==> src/rtl/tcgr_pkg.sv <==
// Shared types, codes and defaults for the text console glyph renderer.
package tcgr_pkg;

  localparam int unsigned GlyphCountDef     = 128;
  localparam int unsigned GlyphHeightDef    = 16;
  localparam int unsigned MaxScreenWidthDef = 2048;

  localparam int unsigned CfgIdxW    = 2;
  localparam int unsigned CfgW       = 12;
  localparam int unsigned PosW       = 11;
  localparam int unsigned PixIdxW    = 22;
  localparam int unsigned CellW      = 8;
  localparam int unsigned TabCells   = 4;
  localparam int unsigned QueueDepth = 2;

  localparam logic [CfgIdxW-1:0] CFG_SCREEN_WIDTH  = 2'd0;
  localparam logic [CfgIdxW-1:0] CFG_SCREEN_HEIGHT = 2'd1;

  localparam logic [CfgW-1:0] WidthRst  = 12'd1680;
  localparam logic [CfgW-1:0] HeightRst = 12'd1050;

  localparam logic KIND_RENDER = 1'b0;
  localparam logic KIND_FONT   = 1'b1;

  localparam logic [7:0] CHAR_NUL      = 8'h00;
  localparam logic [7:0] CHAR_BS       = 8'h08;
  localparam logic [7:0] CHAR_TAB      = 8'h09;
  localparam logic [7:0] CHAR_LF       = 8'h0A;
  localparam logic [7:0] CHAR_CR       = 8'h0D;
  localparam logic [7:0] CHAR_CTRL_MAX = 8'h1F;
  localparam logic [7:0] CHAR_DEL      = 8'h7F;

  typedef enum logic [2:0] {
    OP_FONT_WR,
    OP_GLYPH,
    OP_BS,
    OP_TAB,
    OP_LF,
    OP_CR
  } op_e;

  typedef struct packed {
    logic        kind;
    logic [7:0]  char_code;
    logic [10:0] font_address;
    logic [7:0]  font_byte;
  } in_item_t;

  typedef struct packed {
    logic [PixIdxW-1:0] pixel_index;
    logic [7:0]         row_bits;
    logic               last;
  } out_item_t;

  typedef struct packed {
    op_e         op;
    logic [7:0]  code;
    logic [10:0] addr;
    logic [7:0]  data;
  } cmd_t;

endpackage

==> src/rtl/tcgr_front.sv <==
// Front end: accept items, decode them into commands, drop the ones with no effect.
module tcgr_front #(
  parameter int unsigned GLYPH_COUNT  = tcgr_pkg::GlyphCountDef,
  parameter int unsigned GLYPH_HEIGHT = tcgr_pkg::GlyphHeightDef
) (
  input  logic               in_valid_i,
  output logic               in_ready_o,
  input  tcgr_pkg::in_item_t in_data_i,
  output logic               push_o,
  input  logic               push_ready_i,
  output tcgr_pkg::cmd_t     cmd_o
);

  localparam int unsigned StoreDepth = GLYPH_COUNT * GLYPH_HEIGHT;

  logic keep;

  always_comb begin
    keep       = 1'b0;
    cmd_o.op   = tcgr_pkg::OP_GLYPH;
    cmd_o.code = in_data_i.char_code;
    cmd_o.addr = in_data_i.font_address;
    cmd_o.data = in_data_i.font_byte;
    if (in_data_i.kind == tcgr_pkg::KIND_FONT) begin
      cmd_o.op = tcgr_pkg::OP_FONT_WR;
      keep     = 32'(in_data_i.font_address) < StoreDepth;
    end else if (in_data_i.char_code != tcgr_pkg::CHAR_NUL &&
                 in_data_i.char_code <= tcgr_pkg::CHAR_CTRL_MAX) begin
      case (in_data_i.char_code)
        tcgr_pkg::CHAR_BS: begin
          cmd_o.op = tcgr_pkg::OP_BS;
          keep     = 1'b1;
        end
        tcgr_pkg::CHAR_TAB: begin
          cmd_o.op = tcgr_pkg::OP_TAB;
          keep     = 1'b1;
        end
        tcgr_pkg::CHAR_LF: begin
          cmd_o.op = tcgr_pkg::OP_LF;
          keep     = 1'b1;
        end
        tcgr_pkg::CHAR_CR: begin
          cmd_o.op = tcgr_pkg::OP_CR;
          keep     = 1'b1;
        end
        default: begin
          keep = 1'b0;
        end
      endcase
    end else begin
      keep = (in_data_i.char_code < tcgr_pkg::CHAR_DEL) &&
             (32'(in_data_i.char_code) < GLYPH_COUNT);
    end
  end

  assign in_ready_o = push_ready_i;
  assign push_o     = in_valid_i && push_ready_i && keep;

endmodule

==> config.mk <==
export PLATFORM = sky130hd
export DESIGN_NAME = tcgr_front
export DESIGN_NICKNAME = d
export VERILOG_FILES = /design/src/rtl/tcgr_pkg.sv /design/src/rtl/tcgr_front.sv
export SDC_FILE = /design/constraint.sdc
export NUM_CORES = 1
export LEC_CHECK = 0
export ABC_AREA = 1
export ABC_CLOCK_PERIOD_IN_PS = 2050
export BUFFER_PORTS_ARGS = -buffer_cell sky130_fd_sc_hd__buf_4
export CELL_PAD_IN_SITES_DETAIL_PLACEMENT = 1
export CELL_PAD_IN_SITES_GLOBAL_PLACEMENT = 2
export CORE_MARGIN = 2
export CORE_UTILIZATION = 12
export DETAILED_ROUTE_END_ITERATION = 7
export PLACE_DENSITY = 0.95
export SLEW_MARGIN = 20
export SYNTH_ARGS = -nofsm -noshare
export SYNTH_HDL_FRONTEND = slang
export SYNTH_SLANG_ARGS = --single-unit
export TNS_END_PERCENT = 1
==> constraint.sdc <==
create_clock -name vclk -period 2.05
set_clock_uncertainty 0.05 [all_clocks]
set_input_delay 0.41 -clock vclk [all_inputs]
set_output_delay 0.41 -clock vclk [all_outputs]
set_load 0.1 [all_outputs]
==> results_dict.tcl <==
set metrics [dict create \
    status "finished, final reports clean" \
    p_sw_mw 0.115 \
    die_h_um 61.3 \
    combPwrFrac_pct 100.0 \
    yosysUniqueCellTypes 11 \
    dp_cells 111 \
    layout_commonest_cell "buf_4" \
    timing.final.crit_period_ps 1920 \
    fin_cells 111 \
    drt_iter0_markers 12 \
    crit_start "in_data_i[24]" \
    core_area_um2 3080 \
    rows 20 \
    criticalPathCategory "in2out" \
    n_clock_buffer 0 \
    hold_viol_final 0 \
    power.density_nw_per_um2 351 \
    die_w_um 61.3 \
    nFlopsAndLatches 0 \
    grt_antenna_before_repair 0 \
    crit_chain "buf_4 > nor2_1 > nand2_1 > nor2_4 > nand2_1 > nand2_2 > nor2_1 > nor2_2 > buf_6" \
    drv_slew 0 \
    drc 0 \
    stdcell_area_um2 432 \
    vias_per_cell 3.23 \
    regArea_um2 0 \
    p_clk_share_pct 0 \
    final_cell_mix "23 x buf_4, 13 x nand2_1, 9 x nor2_1" \
    vias 359 \
    cp.arrival_ps 1460 \
    grt_pass1_vias 352 \
    numPortBuffers 24 \
    grt_max_degree 7 \
    synth_cells 71 \
    routabilityCongestion 0.760 \
    synth-warning-count 0 \
    ir_drop_uv 41.8 \
    hold_buffers 0 \
    drive_above_1_share_pct 49.3 \
    routed_wl_um 920 \
    start_util_pct 12.8 \
    dieArea_um2 3760 \
    synth_area_um2 394 \
    hold_class "in2out" \
    crit_required_ps 1590 \
    p_int_mw 0.0366 \
    tightest_slew_ps 281 \
    fmax_mhz 521 \
    io_pins 62 \
    max_slew_margin_pct 81.4 \
    grt_pass1_wl_um 1520 \
    dp_slack_ps 79.7 \
    multi_input_area_um2 159 \
    slowest_stage "buf_6" \
    synth.avg_cell_area_um2 5.55 \
    yosysSeqAreaShare_pct 0 \
    maxCapViolations 0 \
    grt_use_total_pct 5.03 \
    ant_nets 0 \
    finalCritPeriodShare_pct 93.7 \
    layout_setup_ws_ps 130 \
    dp_hpwl_um 835 \
    crit_fanout 3 \
    whs_path_depth 0 \
    swShare_pct 75.8 \
    avgRoutedWirePerCell_um 8.29 \
    p_leak_nw 0.240 \
    p_seq_share_pct 0 \
    cp-end-kind "primary output" \
    overflow 0 \
    rsz0062_at_grt "false" \
    dpl_cell_area_um2 428 \
    start_kind "primary input" \
    crit_path_max_incr_delay_ps 230 \
    drtPass1Iterations 4 \
    fin_nets 99 \
    syn_to_final_growth_pct 9.52 \
    fill_cells 382 \
    hold_path_startpoint "in_data_i[17]" \
    synth_nets 101 \
    antenna_cells 0 \
    setup_viol 0 \
]
[logic make-up (layout without fill, tap and decap cells)]
family                 after synthesis  in the layout  synth area share, %
buffers and inverters               37             33                 61.9
AND/OR/NAND/NOR                     33             33                 36.8
AO/OA/AOI/OAI                        1              1                 1.27
[cell type report]
cell class	instances	share of cell area, %
timing repair buffer	24	42.6
multi-input combinational	34	36.8
tap	44	12.8
inverter	9	7.83
[critical path, delay by kind of cell]
kind,cells,cell delay (ps)
buffers and inverters,2,350
AND/OR/NAND/NOR,7,700
[per-stage QoR]
stage / TNS (ps) / util (%) / hold WS, ps / power [mW]
finish: 0 / 14.0 / 770 / 0.151
global route: 0 / 14.0 / 770 / 0.160
CTS: 0 / 13.9 / 771 / 0.152
detailed placement: 0 / 13.9 / 771 / 0.152
global placement: 0 / 13.9 / 771 / 0.150
floorplan: -608 / - / 936 / 0.293
[cell usage after synthesis]
cell type / count / area share, %
nor3_1: 1 / 1.3
buf_4: 28 / 53
nor2_2: 1 / 1.6
inv_1: 7 / 6.7
nor2_1: 11 / 10
nor2_4: 1 / 2.9
nand2_1: 13 / 12
inv_2: 2 / 1.9
nand3_1: 4 / 5.1
a21oi_1: 1 / 1.3
nand2_2: 2 / 3.2
[final timing paths]
| path | endpoint | slack, ps |
|---|---|---|
| min | cmd_o[17] | 770 |
| max | push_o | 130 |
[power groups by stage]
stage / clock (mW) / combinational, mW / sequential (mW)
2_1_floorplan: 0 / 0.293 / 0
3_3_place_gp: 0 / 0.150 / 0
3_5_place_dp: 0 / 0.152 / 0
4_1_cts: 0 / 0.152 / 0
5_1_grt: 0 / 0.160 / 0
6_report: 0 / 0.151 / 0
[layer usage]
| metal | track usage, % | share of wire [%] | vias up |
|---|---|---|---|
| met5 | 0 | 0 | - |
| met4 | 0.311 | 0 | 0 |
| met3 | 1.47 | 12 | 0 |
| met2 | 9.57 | 52 | 16 |
| met1 | 5.76 | 36 | 169 |
| li1 | - | - | 174 |
[what timing repair did]
action                                 CTS  global route
gates resized for setup                  0             1
buffers inserted                         0             0
endpoints found under the hold margin    0             0
setup endpoints to repair                0             1
No activity file was read; power rests on OpenSTA's default activity.
