===== src/rtl/tcgr_pkg.sv =====
// Shared types, codes and defaults for the text console glyph renderer.
package tcgr_pkg;

  localparam int unsigned GlyphCountDef     = 128;
  localparam int unsigned GlyphHeightDef    = 16;
  localparam int unsigned MaxScreenWidthDef = 2048;

  localparam int unsigned CfgIdxW    = 2;
  localparam int unsigned CfgW       = 12;
  localparam int unsigned PosW       = 11;
  localparam int unsigned PixIdxW    = 22;
  localparam int unsigned CellW      = 8;
  localparam int unsigned TabCells   = 4;
  localparam int unsigned QueueDepth = 2;

  localparam logic [CfgIdxW-1:0] CFG_SCREEN_WIDTH  = 2'd0;
  localparam logic [CfgIdxW-1:0] CFG_SCREEN_HEIGHT = 2'd1;

  localparam logic [CfgW-1:0] WidthRst  = 12'd1680;
  localparam logic [CfgW-1:0] HeightRst = 12'd1050;

  localparam logic KIND_RENDER = 1'b0;
  localparam logic KIND_FONT   = 1'b1;

  localparam logic [7:0] CHAR_NUL      = 8'h00;
  localparam logic [7:0] CHAR_BS       = 8'h08;
  localparam logic [7:0] CHAR_TAB      = 8'h09;
  localparam logic [7:0] CHAR_LF       = 8'h0A;
  localparam logic [7:0] CHAR_CR       = 8'h0D;
  localparam logic [7:0] CHAR_CTRL_MAX = 8'h1F;
  localparam logic [7:0] CHAR_DEL      = 8'h7F;

  typedef enum logic [2:0] {
    OP_FONT_WR,
    OP_GLYPH,
    OP_BS,
    OP_TAB,
    OP_LF,
    OP_CR
  } op_e;

  typedef struct packed {
    logic        kind;
    logic [7:0]  char_code;
    logic [10:0] font_address;
    logic [7:0]  font_byte;
  } in_item_t;

  typedef struct packed {
    logic [PixIdxW-1:0] pixel_index;
    logic [7:0]         row_bits;
    logic               last;
  } out_item_t;

  typedef struct packed {
    op_e         op;
    logic [7:0]  code;
    logic [10:0] addr;
    logic [7:0]  data;
  } cmd_t;

endpackage


===== src/rtl/tcgr_queue.sv =====
// Short command queue between the front end and the row sequencer.
module tcgr_queue (
  input  logic           clk_i,
  input  logic           rst_ni,
  input  logic           push_i,
  output logic           push_ready_o,
  input  tcgr_pkg::cmd_t push_data_i,
  output logic           pop_valid_o,
  input  logic           pop_i,
  output tcgr_pkg::cmd_t pop_data_o
);

  localparam int unsigned Depth = tcgr_pkg::QueueDepth;
  localparam int unsigned PtrW  = (Depth > 1) ? $clog2(Depth) : 1;
  localparam int unsigned CntW  = $clog2(Depth + 1);

  tcgr_pkg::cmd_t slot_q [Depth];
  logic [PtrW-1:0] wr_ptr_q, wr_ptr_d, rd_ptr_q, rd_ptr_d;
  logic [CntW-1:0] count_q, count_d;

  assign push_ready_o = count_q != CntW'(Depth);
  assign pop_valid_o  = count_q != '0;
  assign pop_data_o   = slot_q[rd_ptr_q];

  always_comb begin
    wr_ptr_d = wr_ptr_q;
    rd_ptr_d = rd_ptr_q;
    count_d  = count_q;
    if (push_i) begin
      wr_ptr_d = (wr_ptr_q == PtrW'(Depth - 1)) ? '0 : wr_ptr_q + PtrW'(1);
    end
    if (pop_i) begin
      rd_ptr_d = (rd_ptr_q == PtrW'(Depth - 1)) ? '0 : rd_ptr_q + PtrW'(1);
    end
    if (push_i && !pop_i) begin
      count_d = count_q + CntW'(1);
    end else if (!push_i && pop_i) begin
      count_d = count_q - CntW'(1);
    end
  end

  always_ff @(posedge clk_i or negedge rst_ni) begin
    if (!rst_ni) begin
      wr_ptr_q <= '0;
      rd_ptr_q <= '0;
      count_q  <= '0;
    end else begin
      wr_ptr_q <= wr_ptr_d;
      rd_ptr_q <= rd_ptr_d;
      count_q  <= count_d;
    end
  end

  always_ff @(posedge clk_i) begin
    if (push_i) begin
      slot_q[wr_ptr_q] <= push_data_i;
    end
  end

  a_count_bound: assert property (@(posedge clk_i) disable iff (!rst_ni)
    count_q <= CntW'(Depth))
    else $error("queue count above depth");

  a_no_pop_empty: assert property (@(posedge clk_i) disable iff (!rst_ni)
    pop_i |-> count_q != '0)
    else $error("pop from empty queue");

  a_push_grows: assert property (@(posedge clk_i) disable iff (!rst_ni)
    (push_i && !pop_i) |=> count_q == $past(count_q) + CntW'(1))
    else $error("push did not grow queue");

endmodule


===== config.mk =====
export PLATFORM = sky130hd
export DESIGN_NAME = tcgr_queue
export DESIGN_NICKNAME = d
export VERILOG_FILES = /design/src/rtl/tcgr_pkg.sv /design/src/rtl/tcgr_queue.sv
export SDC_FILE = /design/constraint.sdc
export NUM_CORES = 1
export LEC_CHECK = 0
export BUFFER_PORTS_ARGS = -buffer_cell sky130_fd_sc_hd__buf_2
export CAP_MARGIN = 20
export CORE_ASPECT_RATIO = 1.5
export CORE_MARGIN = 8
export CORE_UTILIZATION = 55
export CTS_CLUSTER_DIAMETER = 200
export DETAILED_ROUTE_END_ITERATION = 6
export GPL_TIMING_DRIVEN = 0
export PLACE_DENSITY_LB_ADDON = 0.25
export SLEW_MARGIN = 10
export SYNTH_ARGS = -nofsm -noshare
export SYNTH_HDL_FRONTEND = slang
export SYNTH_SLANG_ARGS = --single-unit

===== constraint.sdc =====
create_clock -name clk_i -period 6.7 [get_ports clk_i]
set_clock_uncertainty 0.2 [all_clocks]
set_input_delay 0 -clock clk_i [delete_from_list [all_inputs] [get_ports clk_i]]
set_output_delay 0 -clock clk_i [all_outputs]
set_load 0.05 [all_outputs]

==> flow_summary.json, run 1 <==
{
  "outcome": "finished clean",
  "dp.final_hpwl_um": 2820,
  "syn-instance-count": 109,
  "hold_violations": 0,
  "initial_antenna_violation_count": 0,
  "postLayoutCoreUtil": 0.787,
  "post_dp_cell_area_mm2": 0.00275,
  "finish.net_count": 254,
  "worstReg2RegEnd": "slot_q[0][26]",
  "hold_path_sink": "slot_q[1][15]",
  "clk_tree_root_cell": "sky130_fd_sc_hd__clkbuf_8",
  "layout_common_cells": "65 x sky130_fd_sc_hd__buf_2, 60 x sky130_fd_sc_hd__edfxtp_1, 34 x sky130_fd_sc_hd__dlygate4sd3_1",
  "cts_max_level": 3,
  "drt_iter0_drc": 62,
  "critical_path_rt_ns": 6.45,
  "pin_count": 66,
  "layout_commonest_cell": "sky130_fd_sc_hd__buf_2",
  "clkLatencyLatePin_ns": 0.33,
  "max_cap_viol_count": 0,
  "crit_type": "reg2reg",
  "grt_util_met1": 0.126,
  "slew_at_the_pin_closest_to_its_max_slew_limit_ns": 0.867,
  "grt_first_pass_wirelength_um": 7370,
  "power_frac_seq": 0.378,
  "r2r_setup_slack_ns": 4.98,
  "first_global_vias": 1592,
  "grt_overflow_total": 0,
  "critical_path.slowest_cell": "sky130_fd_sc_hd__nor2b_4",
  "timing.critical_path.slowest_cell_delay_ns": 0.70,
  "timing.slew.headroom": 0.421,
  "instance_count_along_the_most_critical_hold_path": 2,
  "powerDensity_mw_per_mm2": 456,
  "clock_sink_count": 64,
  "holdCritPathClass": "in2reg",
  "cp_data_arrival_time_ns": 1.48,
  "pre_cts_slack_ns": 4.96,
  "post-synth-top-area-cell": "sky130_fd_sc_hd__edfxtp_1",
  "placement_rows": 29,
  "finalMaxSlewViolations": 0,
  "power_frac_comb": 0.417,
  "layout_min_cycle_time_ns": 1.72,
  "maximum_number_of_pins_on_one_net_before_global_route_repair": 31,
  "most_used_layer_global_route": "met2",
  "groute.layer.met2.usage": 0.275,
  "grt_use_total": 0.148,
  "port-buffer-count": 65,
  "cp_top_delay_family": "simple AND/OR/NAND/NOR gates",
  "die_width_um": 69.5,
  "syn-cell-area_mm2": 0.00236,
  "area_delta_synth_final_pct": 38.9,
  "max_clock_freq_mhz": 580,
  "min_from": "push_data_i[15]",
  "numCtsBuffers": 9,
  "num_vias": 1335,
  "yosysWarningCount": 0,
  "routed_wire_length_per_instance_um": 16.9,
  "floorplan.initialDensity": 0.566,
  "remaining_drc_errors": 0,
  "synth-seq-area-share": 0.805,
  "ys_ff_latch": 64,
  "die-area_mm2": 0.00669,
  "post_route_cells_drive_above_1_share": 0.518,
  "setup_repair_after_global_routing_missed_its_margin": "no",
  "first_drt_pass_iteration_count": 4,
  "leakage_nw": 1.28,
  "synth.top_cells.by_area": "sky130_fd_sc_hd__edfxtp_1 76%, sky130_fd_sc_hd__mux2_2 14%, sky130_fd_sc_hd__dfrtp_1 4.2%",
  "fin_area_mm2": 0.00328,
  "clk_pin_slew_ns": 0.07,
  "timing.critical_path.buf_inv": 0,
  "worstPathCellList": "nor2b_4",
  "wl_um": 4560,
  "crit_path_max_fanout": 30,
  "final-setup-viol-count": 0,
  "finalWeightedCongestion": 0.691,
  "worst-r2r-cell-count": 1,
  "r2r-start": "wr_ptr_q",
  "met3_usage": 0.0712,
  "setup_total_negative_slack_ns": 0,
  "clockPowerShare": 0.206,
  "cell_internal_pwr_mw": 0.892,
  "mappedNetlistNets": 144,
  "p_switching_mw": 0.605,
  "core_area_mm2": 0.00417,
  "power.switching_fraction": 0.404,
  "postLayoutSetupSlackWorst_ns": 4.98,
  "post-route-period-util": 0.257,
  "die_height_um": 96.3,
  "vias_per_cell": 4.94,
  "cts_buffer_depth": 2,
  "irDropWorstVdd_v": 0.000382,
  "post_synth.cell_area_avg_um2": 21.7,
  "area_share_of_the_leading_cell_type_in_the_synthesized_netlist": 0.763,
  "ant_nets": 0,
  "critical_path.endpoint_type": "flip-flop",
  "power_mw": 1.50,
  "crit_path_start_kind": "flip-flop",
  "yosysUniqueCellTypes": 13,
  "diodes": 0,
  "cts_tree": "built",
  "post_cts_resize_count": 0
}
==> logic make-up (layout without fill, tap and decap cells) <==
kind of cell             after synthesis  count (layout)  synth area share
AND/OR/NAND/NOR                        5               5            0.0122
flip-flops                            64              64             0.805
multiplexers                          30              30             0.143
XOR/XNOR                               5               5            0.0185
buffers and inverters                  4             119            0.0159
adder cells (fa/ha/maj)                1               1           0.00530
==> synthesized netlist by cell type (all sizes together) <==
cell type	n
xnor2	1
ha	1
and2	1
edfxtp	60
xor2	4
nor2b	1
nand2b	1
inv	1
dfrtp	4
nor2	1
buf	3
mux2	30
or2	1
==> power by group through the flow <==
stage               clock network (mW)  registers [mW]  logic, mW
floorplan                            0           0.564      0.490
global placement                     0           0.569      0.603
detailed placement                   0           0.574      0.613
CTS                              0.317           0.565      0.631
global route                     0.335           0.573      0.655
finish                           0.308           0.565      0.623
==> worst max-delay path by stage <==
stage / startpoint / to / depth (start not counted)
after floorplan: wr_ptr_q / slot_q[0][0] / 1
after CTS: wr_ptr_q / slot_q[0][26] / 1
final: wr_ptr_q / slot_q[0][26] / 1
after global routing: rd_ptr_q / pop_data_o[19] / 3
after global placement: wr_ptr_q / slot_q[0][12] / 1
after detailed placement: wr_ptr_q / slot_q[0][7] / 1
==> metal layers <==
metal	vias up	share of wire	routed length (um)
li1	640	-	-
met1	634	0.35	1600
met2	54	0.56	2540
met3	7	0.075	344
met4	0	0.017	76
met5	-	0	0
==> per-stage QoR <==
stage	hold WS, ns	instances
after CTS	0.168	270
final	0.188	270
after global placement	-0.396	220
after global routing	0.170	270
after floorplan	-0.496	109
after detailed placement	-0.389	220
==> sequential cells by signal (all words and copies together), names as in the netlist <==
signal and cells:
count_q 2, rd_ptr_q 1, slot_q 60, wr_ptr_q 1
==> area by class of cell <==
type                    instances  area (um^2)
flip-flops and latches         64         1900
fillers                       235          891
repair buffers                 99          666
multi-input cells              41          432
clock buffers                  10          128
clock inverters                 6         60.1
well taps                      46         57.6
plain buffers                   3         33.8
inverters                       1         3.75
==> timing repair <==
item,4_1_cts,5_1_grt
hold buffers,34,0
buffers inserted,0,0
endpoints found under the hold margin,68,0
Power figures use the tool's default switching activity.
==> run 2: changes to the inputs <==
--- a/config.mk
+++ b/config.mk
@@ -9,7 +9,7 @@
 export CAP_MARGIN = 20
 export CORE_ASPECT_RATIO = 1.5
 export CORE_MARGIN = 8
-export CORE_UTILIZATION = 55
+export CORE_UTILIZATION = 46
 export CTS_CLUSTER_DIAMETER = 200
 export DETAILED_ROUTE_END_ITERATION = 6
 export GPL_TIMING_DRIVEN = 0
==> constraint.sdc (replaced) <==
create_clock -name clk_i -period 1.45 [get_ports clk_i]
set_clock_uncertainty 0.2 [all_clocks]
set_input_delay 0 -clock clk_i [delete_from_list [all_inputs] [get_ports clk_i]]
set_output_delay 0 -clock clk_i [all_outputs]
set_load 0.05 [all_outputs]
==> run 2 against run 1 <==
Effect of this change:
- the flow now finishes with violations (negative setup slack)
- setup slack got worse by 5.2 ns
- critical endpoint is now pop_data_o[22]
- wire length is 16% higher
- critical path depth rose by 2
- cell count grew 11%
- sequential cell count unchanged
- final area increased by 12%
- utilization shrank 5.7 points
- register-to-register slack got worse by 4.8 ns
==> flow_summary.json, run 2 (synthesized netlist as in run 1, its figures left out) <==
{
  "die_height_um": 104,
  "cp_data_arrival_time_ns": 1.49,
  "dp.final_hpwl_um": 3030,
  "cts_tree": "built",
  "first_global_vias": 1718,
  "grt_use_total": 0.149,
  "crit_path_max_fanout": 5,
  "pre_cts_slack_ns": -0.285,
  "power_mw": 8.16,
  "diodes": 0,
  "largest_register_ff_count": 60,
  "cts_max_level": 3,
  "final-setup-viol-count": 30,
  "grt_overflow_total": 0,
  "clkLatencyLatePin_ns": 0.33,
  "holdCritPathClass": "in2reg",
  "floorplan.initialDensity": 0.468,
  "timing.slew.headroom": 0.832,
  "violations": "negative setup slack",
  "irDropWorstVdd_v": 0.00192,
  "post-route-period-util": 1.17,
  "wl_um": 5310,
  "finalWeightedCongestion": 0.663,
  "setup_repair_after_global_routing_missed_its_margin": "yes",
  "powerDensity_mw_per_mm2": 2220,
  "cts_buffer_depth": 2,
  "layout_commonest_cell": "sky130_fd_sc_hd__edfxtp_1",
  "ant_nets": 0,
  "routed_wire_length_per_instance_um": 17.7,
  "num_vias": 1418,
  "initial_antenna_violation_count": 0,
  "clock_sink_count": 64,
  "critical_path.endpoint_type": "output port",
  "die-area_mm2": 0.00773,
  "vias_per_cell": 4.73,
  "critical_path_rt_ns": 1.25,
  "post_route_cells_drive_above_1_share": 0.539,
  "clk_pin_slew_ns": 0.07,
  "leading_registers_by_flop_count": "slot_q x60, count_q x2",
  "port-buffer-count": 65,
  "clk_tree_root_cell": "sky130_fd_sc_hd__clkbuf_8",
  "layout_min_cycle_time_ns": 1.69,
  "numCtsBuffers": 9,
  "area_delta_synth_final_pct": 55.8,
  "slew_at_the_pin_closest_to_its_max_slew_limit_ns": 0.254,
  "grt_first_pass_wirelength_um": 8270,
  "remaining_drc_errors": 0,
  "postLayoutSetupSlackWorst_ns": -0.241,
  "finalMaxSlewViolations": 0,
  "outcome": "complete, but fails checks",
  "finish.net_count": 262,
  "maximum_number_of_pins_on_one_net_before_global_route_repair": 16,
  "crit_path_start_kind": "flip-flop",
  "leakage_nw": 1.46,
  "top_register": "slot_q",
  "pin_count": 66,
  "first_drt_pass_iteration_count": 4,
  "placement_rows": 32,
  "max_cap_viol_count": 0,
  "core_area_mm2": 0.00504,
  "drt_iter0_drc": 52,
  "crit_type": "reg2out",
  "die_width_um": 74.5,
  "layout_common_cells": "60 x sky130_fd_sc_hd__edfxtp_1, 34 x sky130_fd_sc_hd__dlygate4sd3_1, 34 x sky130_fd_sc_hd__buf_2",
  "max_clock_freq_mhz": 591,
  "hold_violations": 0
}
==> run 2: final cells by class <==
class | instances | area (um^2)
flip-flops and latches | 64 | 1900
multi-input cells | 43 | 492
fillers | 333 | 1360
plain buffers | 3 | 41.3
repair buffers | 105 | 921
well taps | 68 | 85.1
clock inverters | 7 | 110
inverters | 1 | 3.75
clock buffers | 9 | 124
==> run 2: worst max-delay path, cell delays in order (launching register included) <==
cell and delay (ns):
sky130_fd_sc_hd__dfrtp_2 0.45, sky130_fd_sc_hd__buf_4 0.18, sky130_fd_sc_hd__mux2_2 0.34, sky130_fd_sc_hd__buf_4 0.19
==> run 2: layer usage <==
layer | global-route usage | vias to the layer above | wire [um]
li1 | - | 659 | -
met1 | 0.125 | 705 | 1710
met2 | 0.277 | 46 | 3160
met3 | 0.0579 | 8 | 363
met4 | 0.0761 | 0 | 82
met5 | 0 | - | 0
==> run 2: path summary, 6_finish.rpt <==
kind	slack (ns)	startpoint	end	cells after the start
setup / recovery	-0.24	rd_ptr_q	pop_data_o[22]	3
setup reg to reg	0.14	wr_ptr_q	slot_q[1][27]	1
hold / removal	0.19	push_data_i[23]	slot_q[1][23]	2
min in group asynchronous	0.40	rst_ni	count_q[1]	3
hold reg to reg	0.33	count_q[1]	count_q[1]	1
max in group asynchronous	0.45	rst_ni	rd_ptr_q	3
==> run 2: metrics by stage <==
step	utilization	instance area [um^2]	cells	hold WS [ns]	setup TNS, ns
after floorplan	-	2370	109	-0.496	-1.52
after global placement	0.551	2780	242	-0.395	-12.19
after detailed placement	0.551	2780	242	-0.386	-15.33
after CTS	0.711	3590	300	0.170	-6.53
after global routing	0.730	3680	300	0.180	-7.75
final	0.730	3680	300	0.188	-5.97
==> run 2: power by group <==
group,switching (mW),internal [mW]
Sequential,0.190,2.47
Clock,0.646,1.13
Combinational,2.18,1.55
==> run 2: what timing repair did <==
item / 4_1_cts / 5_1_grt
setup endpoints to repair: 91 / 40
cloned: 3 / 0
buffers inserted: 5 / 0
pin swaps: 1 / 0
hold endpoints to repair: 67 / 0
hold buffers: 34 / 0
resized for setup: 55 / 26
